===== src/rtl/ldrt_pkg.sv =====
// ----------------------------------------------------------------------------
// ldrt_pkg
// shared constants and the byte-to-symbol table of the longest distinct run
// tracker
// ----------------------------------------------------------------------------
package ldrt_pkg;

    localparam int ALPHABET_SIZE = 256;
    localparam int MAX_LENGTH    = 65536;

    localparam int BYTE_W = 8;
    localparam int LEN_W  = 17;
    localparam int SYM_W  = (ALPHABET_SIZE > 1) ? $clog2(ALPHABET_SIZE) : 1;
    localparam int POS_W  = $clog2(MAX_LENGTH);
    localparam int CNT_W  = $clog2(MAX_LENGTH + 1);

    localparam int BYTE_VALUES = 1 << BYTE_W;

    typedef logic [SYM_W-1:0] sym_t;
    typedef logic [POS_W-1:0] pos_t;
    typedef logic [CNT_W-1:0] cnt_t;

    // byte value modulo alphabet size, built by a running remainder
    function automatic sym_t [BYTE_VALUES-1:0] build_sym_table();
        sym_t [BYTE_VALUES-1:0] tbl;
        int                     r;
        r = 0;
        for (int i = 0; i < BYTE_VALUES; i++) begin
            tbl[i] = SYM_W'(r);
            r = (r + 1 == ALPHABET_SIZE) ? 0 : r + 1;
        end
        return tbl;
    endfunction

    localparam sym_t [BYTE_VALUES-1:0] SYM_TABLE = build_sym_table();

endpackage


===== src/rtl/longest_distinct_run_tracker_core.sv =====
// ----------------------------------------------------------------------------
// longest_distinct_run_tracker_core
// longest repeat-free run of a byte string, one result beat per input beat
// ----------------------------------------------------------------------------
// Input beats carry one byte of a string; end_of_string marks its last byte.
// Each input beat yields one result beat with the longest repeat-free run so
// far in the string, the end mark echoed as is_final, and a saturation flag
// once the string runs past MAX_LENGTH bytes.
// Both channels use valid/ready. A result passes the compute stage register
// and then the output register before it appears on m_. One beat per cycle
// is sustained while the receiver keeps m_ready high: the last-position
// memory is read on accept and written as the beat leaves the compute stage;
// a one-entry forward path covers a write to the same entry at the read edge.
// When m_ready is low the output register holds its beat and one more beat
// can still enter the compute stage; after that s_ready drops until the
// receiver takes the waiting beat.
// Reset clears the per-byte valid flags and the run registers at once, with
// no clearing pass; the block accepts a beat right after reset. The same
// clear happens after every last byte of a string.
// ----------------------------------------------------------------------------
module longest_distinct_run_tracker_core (
    input  logic                          aclk,
    input  logic                          aresetn,

    input  logic                          s_valid,
    output logic                          s_ready,
    input  logic [ldrt_pkg::BYTE_W-1:0]   s_char_byte,
    input  logic                          s_end_of_string,

    output logic                          m_valid,
    input  logic                          m_ready,
    output logic [ldrt_pkg::LEN_W-1:0]    m_longest_length,
    output logic                          m_is_final,
    output logic                          m_length_saturated
);

    localparam ldrt_pkg::cnt_t MAX_CNT = ldrt_pkg::CNT_W'(ldrt_pkg::MAX_LENGTH);

    ldrt_pkg::pos_t pos_mem [ldrt_pkg::ALPHABET_SIZE];

    logic [ldrt_pkg::ALPHABET_SIZE-1:0] seen_reg, seen_next;

    logic            s1_valid_reg;
    ldrt_pkg::sym_t  s1_sym_reg;
    logic            s1_last_reg;
    ldrt_pkg::pos_t  rd_data_reg;
    logic            fwd_hit_reg;
    ldrt_pkg::pos_t  fwd_val_reg;

    ldrt_pkg::pos_t  window_reg, window_next;
    ldrt_pkg::cnt_t  count_reg, count_next;
    ldrt_pkg::cnt_t  best_reg, best_next;
    logic            sat_reg, sat_next;

    logic                        m_valid_reg;
    logic [ldrt_pkg::LEN_W-1:0]  m_len_reg;
    logic                        m_final_reg;
    logic                        m_sat_reg;

    logic            in_fire;
    logic            s1_adv;
    ldrt_pkg::sym_t  in_sym;
    logic            sat_cond;
    ldrt_pkg::pos_t  cur_pos;
    ldrt_pkg::pos_t  last_pos;
    logic            repeat_hit;
    ldrt_pkg::pos_t  ws_new;
    ldrt_pkg::cnt_t  run_len;
    ldrt_pkg::cnt_t  best_upd;
    logic            mem_we;

    assign s1_adv  = s1_valid_reg && (!m_valid_reg || m_ready);
    assign s_ready = !s1_valid_reg || s1_adv;
    assign in_fire = s_valid && s_ready;
    assign in_sym  = ldrt_pkg::SYM_TABLE[s_char_byte];

    // compute stage
    always_comb begin
        sat_cond   = (count_reg == MAX_CNT);
        cur_pos    = count_reg[ldrt_pkg::POS_W-1:0];
        last_pos   = fwd_hit_reg ? fwd_val_reg : rd_data_reg;
        repeat_hit = seen_reg[s1_sym_reg] && (last_pos >= window_reg);
        ws_new     = repeat_hit ? (last_pos + ldrt_pkg::POS_W'(1)) : window_reg;
        run_len    = ldrt_pkg::CNT_W'(cur_pos) - ldrt_pkg::CNT_W'(ws_new)
                     + ldrt_pkg::CNT_W'(1);
        best_upd   = (run_len > best_reg) ? run_len : best_reg;
        mem_we     = s1_adv && !sat_cond;

        seen_next   = seen_reg;
        window_next = window_reg;
        count_next  = count_reg;
        best_next   = best_reg;
        sat_next    = sat_reg;
        if (sat_cond) begin
            sat_next = 1'b1;
        end else begin
            seen_next[s1_sym_reg] = 1'b1;
            window_next = ws_new;
            count_next  = count_reg + ldrt_pkg::CNT_W'(1);
            best_next   = best_upd;
        end
    end

    // last-position memory
    always_ff @(posedge aclk) begin
        if (mem_we) begin
            pos_mem[s1_sym_reg] <= cur_pos;
        end
        if (in_fire) begin
            rd_data_reg <= pos_mem[in_sym];
        end
    end

    always_ff @(posedge aclk) begin
        if (in_fire) begin
            s1_sym_reg  <= in_sym;
            s1_last_reg <= s_end_of_string;
            fwd_hit_reg <= mem_we && (s1_sym_reg == in_sym);
            fwd_val_reg <= cur_pos;
        end
        if (s1_adv) begin
            m_len_reg   <= ldrt_pkg::LEN_W'(best_next);
            m_final_reg <= s1_last_reg;
            m_sat_reg   <= sat_next;
        end
    end

    always_ff @(posedge aclk) begin
        if (!aresetn) begin
            s1_valid_reg <= 1'b0;
            m_valid_reg  <= 1'b0;
            seen_reg     <= '0;
            window_reg   <= '0;
            count_reg    <= '0;
            best_reg     <= '0;
            sat_reg      <= 1'b0;
        end else begin
            if (in_fire) begin
                s1_valid_reg <= 1'b1;
            end else if (s1_adv) begin
                s1_valid_reg <= 1'b0;
            end

            if (s1_adv) begin
                m_valid_reg <= 1'b1;
            end else if (m_ready) begin
                m_valid_reg <= 1'b0;
            end

            if (s1_adv) begin
                if (s1_last_reg) begin
                    seen_reg   <= '0;
                    window_reg <= '0;
                    count_reg  <= '0;
                    best_reg   <= '0;
                    sat_reg    <= 1'b0;
                end else begin
                    seen_reg   <= seen_next;
                    window_reg <= window_next;
                    count_reg  <= count_next;
                    best_reg   <= best_next;
                    sat_reg    <= sat_next;
                end
            end
        end
    end

    assign m_valid            = m_valid_reg;
    assign m_longest_length   = m_len_reg;
    assign m_is_final         = m_final_reg;
    assign m_length_saturated = m_sat_reg;

    // checks
    a_ready_only_on_stall: assert property (@(posedge aclk) disable iff (!aresetn)
        !s_ready |-> (s1_valid_reg && m_valid_reg && !m_ready))
        else $error("input stalled without a full pipeline");

    a_count_bound: assert property (@(posedge aclk) disable iff (!aresetn)
        count_reg <= MAX_CNT)
        else $error("position count above max length");

    a_window_bound: assert property (@(posedge aclk) disable iff (!aresetn)
        ldrt_pkg::CNT_W'(window_reg) <= count_reg)
        else $error("window start past position count");

    a_best_bound: assert property (@(posedge aclk) disable iff (!aresetn)
        best_reg <= count_reg)
        else $error("best length above position count");

    a_clear_after_last: assert property (@(posedge aclk) disable iff (!aresetn)
        (s1_adv && s1_last_reg) |=> (count_reg == '0 && seen_reg == '0 && !sat_reg))
        else $error("string state not cleared after last byte");

endmodule


===== config.mk =====
export PLATFORM = sky130hd
export DESIGN_NAME = longest_distinct_run_tracker_core
export DESIGN_NICKNAME = d
export VERILOG_FILES = /design/src/rtl/ldrt_pkg.sv /design/src/rtl/longest_distinct_run_tracker_core.sv
export SDC_FILE = /design/constraint.sdc
export NUM_CORES = 2
export LEC_CHECK = 0
export BUFFER_PORTS_ARGS = -buffer_cell sky130_fd_sc_hd__buf_2
export CORE_ASPECT_RATIO = 0.6
export CORE_MARGIN = 2
export CORE_UTILIZATION = 30
export CTS_CLUSTER_SIZE = 25
export DETAILED_ROUTE_END_ITERATION = 7
export PLACE_DENSITY = 0.54
export RECOVER_POWER = 25
export SYNTH_ARGS = -nofsm -noshare
export SYNTH_HDL_FRONTEND = slang
export SYNTH_SLANG_ARGS = --single-unit

===== constraint.sdc =====
create_clock -name aclk -period 11.2 [get_ports aclk]
set_input_delay 1.12 -clock aclk [delete_from_list [all_inputs] [get_ports aclk]]
set_output_delay 1.12 -clock aclk [all_outputs]
set_load 0.02 [all_outputs]

==> flow_summary.yaml <==
status:
  outcome: "finished, violations left"
  violated_checks: "max-capacitance violations, max-slew violations"
timing:
  slew_violations: 2663
  layout_min_cycle_time_ns: 9.680
  grt_setup_unrepaired: "false"
  fmax_ghz: 0.1033
  final-setup-viol-count: 0
  setup_total_negative_slack_ns: 0
  postLayoutSetupSlackWorst_ns: 1.520
  worst_slew_margin_rel: -3.752
  transition_time_at_the_pin_with_the_least_slew_margin_ns: 7.128
  finalHoldViolCount: 0
  worst_hold_slack_ns: 0.3516
  fin_crit_sh: 0.8643
  post_route_skew_ns: 0.09703
power:
  power_frac_clock: 0.420
  comb_power_share: 0.034
  finalPower_mw: 32.99
  irDropWorstVdd_v: 0.0001552
  net_switching_power_mw: 6.990
  p_int_mw: 26.00
  share_seq_of_total_power: 0.546
  p_per_area_nw_per_um2: 167.8
  leakagePower_nw: 66.32
  switch_share: 0.2119
placement:
  placed_area_um2: 183800
  place.detailed.hpwl_mm: 284.7
  place.port_buffers: 33
  gp_routability_congestion: 0.8138
  pre_cts_ws_ns: 1.504
  place_inst: 15400
yosys:
  async_flop_share: 0
  netlist-cell-type-count: 64
  syn-num-nets: 7907
  post_synth_inst_count: 7826
  netlist_area_before_placement_um2: 172500
  warnings_synthesis: 0
  avgSynthCellArea_um2: 22.04
  post_synthesis_register_bit_count: 4466
  ys_seq_area_frac: 0.7597
  dominantRegCellSynth: "sky130_fd_sc_hd__edfxtp_1"
  synth-edff-count: 4157
floorplan:
  die_area_um2: 581100
  core.rowCount: 215
  die-width_um: 982.8
  placeableCoreArea_um2: 572200
  floorplan.die.height_um: 591.3
  top_level_ports: 34
  floorplan.initialDensity: 0.3014
global_routing:
  antenna_found_initial: 48
  via_count_of_the_first_global_routing_pass: 82560
  global_route_usage_over_all_layers: 0.1612
  grt_first_pass_wirelength_mm: 670.3
  globalRoute.totalOverflow: 0
  grt_max_degree: 134
route:
  drt-vias-per-instance: 5.248
  initialDrtViolationCount: 12970
  number_of_remaining_drc_errors: 0
  routed_wire_length_per_instance_um: 29.91
  routed-via-count: 84660
  dr.pass1.iters: 6
  detail-route-antenna-nets: 0
  postRouteWirelength_mm: 482.5
final_layout:
  largest_reg_flops: 4096
  instances_no_fill: 16130
  fin_area_um2: 196500
  post-route-util: 0.3435
  syn2layout_area_growth_pct: 13.97
  num-nets-final: 8271
  drive_gt1_frac: 0.2876
  regArea_um2: 131000
  fillerInstances: 52560
  area_taken_by_multi_input_logic_gates_um2: 39760
clocking:
  sink_count: 4466
  htreeDepth: 5
  post-cts-setup-buffer-count: 0
  hold_buf_count_cts: 0
  clkLatencyLatePin_ns: 1.00
  cts-buffers-inserted: 388
  cts_buffer_depth: 4
  cts_tree: "done"
  cts_resized: 0
  clock_edge_transition_at_the_registers_on_the_reported_setup_and_hold_paths_ns: 0.07
  cts.root.buffer_cell: "sky130_fd_sc_hd__clkbuf_16"
critical_path:
  end_kind: "register"
  critical-path-slowest-cell: "sky130_fd_sc_hd__nor2_1"
  worstPathArrival_ns: 10.53
  criticalPathCategory: "register to register"
  crit_path_max_fanout: 19
  worst_setup_path_start_kind: "register"
  critPathMaxStageDelay_ns: 0.84
  cp_data_required_time_ns: 12.05
job:
  max-cap-violations: 43
hold_path:
  hold_path_class: "primary input to register"
## power groups by stage
stage	Combinational, mW	Clock (mW)	Sequential [mW]
floorplan	0.731	0	18.4
global placement	1.11	0	18.4
detailed placement	1.11	0	18.4
CTS	1.11	14.1	18.0
global route	1.18	14.8	18.0
finish	1.11	13.9	18.0
## path summary, 6_finish.rpt
kind,cells after the start,startpoint,end,slack (ns)
setup reg to reg,28,s1_sym_reg[0],best_reg[0],1.52
setup / recovery,28,s1_sym_reg[0],best_reg[0],1.52
hold reg to reg,2,seen_reg[115],seen_reg[115],0.47
hold / removal,1,s_end_of_string,s1_last_reg,0.35
## cells by family (layout without fill, tap and decap cells)
| kind of cell | after synthesis | in the layout | synth area share |
|---|---|---|---|
| flip-flops | 4466 | 4466 | 0.7597 |
| multiplexers | 1478 | 1478 | 0.1864 |
| AND/OR/NAND/NOR | 825 | 825 | 0.01973 |
| buffers and inverters | 497 | 1187 | 0.01121 |
| AO/OA/AOI/OAI | 446 | 446 | 0.01562 |
| adder cells (fa/ha/maj) | 68 | 68 | 0.004977 |
| XOR/XNOR | 46 | 46 | 0.002336 |
| other | 0 | 20 | 0 |
## layout make-up
cell class	instances	area share
Antenna cell	20	0.0002546
Clock buffer	479	0.05232
Clock inverter	237	0.01323
Inverter	53	0.001012
Multi-Input combinational cell	2863	0.2023
Sequential cell	4466	0.6666
Tap cell	7595	0.04835
Timing Repair Buffer	418	0.01595
## per-layer routing
layer	up-vias	share of wire	GRT usage
li1	33540	-	-
met5	-	0.00019	0
met4	10	0.016	0.02584
met2	4204	0.41	0.2189
met3	488	0.11	0.04624
met1	46420	0.46	0.2577
## synth_stat cells, types with 4 or more instances
master / n / share of area
sky130_fd_sc_hd__edfxtp_1: 4157 / 0.72
sky130_fd_sc_hd__mux4_2: 1384 / 0.18
sky130_fd_sc_hd__nor2_1: 603 / 0.013
sky130_fd_sc_hd__clkbuf_1: 311 / 0.0068
sky130_fd_sc_hd__dfxtp_1: 309 / 0.036
sky130_fd_sc_hd__a21oi_1: 288 / 0.0084
sky130_fd_sc_hd__buf_1: 111 / 0.0024
sky130_fd_sc_hd__nand2_1: 85 / 0.0019
sky130_fd_sc_hd__mux2i_1: 68 / 0.0039
sky130_fd_sc_hd__ha_1: 67 / 0.0049
sky130_fd_sc_hd__a22oi_1: 56 / 0.0024
sky130_fd_sc_hd__inv_1: 51 / 0.0011
sky130_fd_sc_hd__a22o_1: 34 / 0.0017
sky130_fd_sc_hd__nand3_1: 32 / 0.00093
sky130_fd_sc_hd__xnor2_1: 30 / 0.0015
sky130_fd_sc_hd__mux2_2: 26 / 0.0017
sky130_fd_sc_hd__nor3_1: 21 / 0.00061
sky130_fd_sc_hd__nor2b_1: 19 / 0.00069
sky130_fd_sc_hd__xor2_1: 16 / 0.00081
sky130_fd_sc_hd__buf_2: 15 / 0.00044
sky130_fd_sc_hd__nand2b_1: 14 / 0.00051
sky130_fd_sc_hd__a21o_1: 11 / 0.00048
sky130_fd_sc_hd__nand4_1: 10 / 0.00036
sky130_fd_sc_hd__o21ai_0: 10 / 0.00029
sky130_fd_sc_hd__o21a_1: 7 / 0.00030
sky130_fd_sc_hd__and2_1: 6 / 0.00022
sky130_fd_sc_hd__buf_6: 6 / 0.00039
sky130_fd_sc_hd__a211oi_1: 5 / 0.00022
sky130_fd_sc_hd__a31oi_1: 5 / 0.00018
sky130_fd_sc_hd__nor4_1: 5 / 0.00018
sky130_fd_sc_hd__or2_2: 5 / 0.00018
sky130_fd_sc_hd__a41oi_1: 4 / 0.00020
sky130_fd_sc_hd__and3_1: 4 / 0.00015
sky130_fd_sc_hd__or3_1: 4 / 0.00015
## layout by cell type (no fill, tap or decap), types with 24 or more instances in the layout
master,netlist,routed
sky130_fd_sc_hd__a21oi_1,288,288
sky130_fd_sc_hd__a22o_1,34,34
sky130_fd_sc_hd__a22oi_1,56,56
sky130_fd_sc_hd__buf_2,15,24
sky130_fd_sc_hd__buf_4,1,341
sky130_fd_sc_hd__bufinv_16,0,44
sky130_fd_sc_hd__clkbuf_1,311,110
sky130_fd_sc_hd__clkbuf_16,0,394
sky130_fd_sc_hd__clkinv_1,2,86
sky130_fd_sc_hd__clkinv_2,0,67
sky130_fd_sc_hd__dfxtp_1,309,309
sky130_fd_sc_hd__edfxtp_1,4157,4157
sky130_fd_sc_hd__ha_1,67,67
sky130_fd_sc_hd__inv_1,51,51
sky130_fd_sc_hd__mux2_2,26,26
sky130_fd_sc_hd__mux2i_1,68,68
sky130_fd_sc_hd__mux4_2,1384,1384
sky130_fd_sc_hd__nand2_1,85,72
sky130_fd_sc_hd__nand3_1,32,28
sky130_fd_sc_hd__nor2_1,603,540
sky130_fd_sc_hd__nor2_2,1,64
sky130_fd_sc_hd__xnor2_1,30,30
## worst max-delay path: cells and delay by family (launching register included)
kind                       cells  cell delay [ns]
xor gates and xnor gates       1             0.19
AOI/OAI and AO/OA             10             2.91
DFF                            1             0.61
adders and majority gates      4             1.29
and+or+nand+nor                9             3.23
muxes                          2             0.92
buffers and inverters          2             0.34
(Power assumes the default switching activity.)
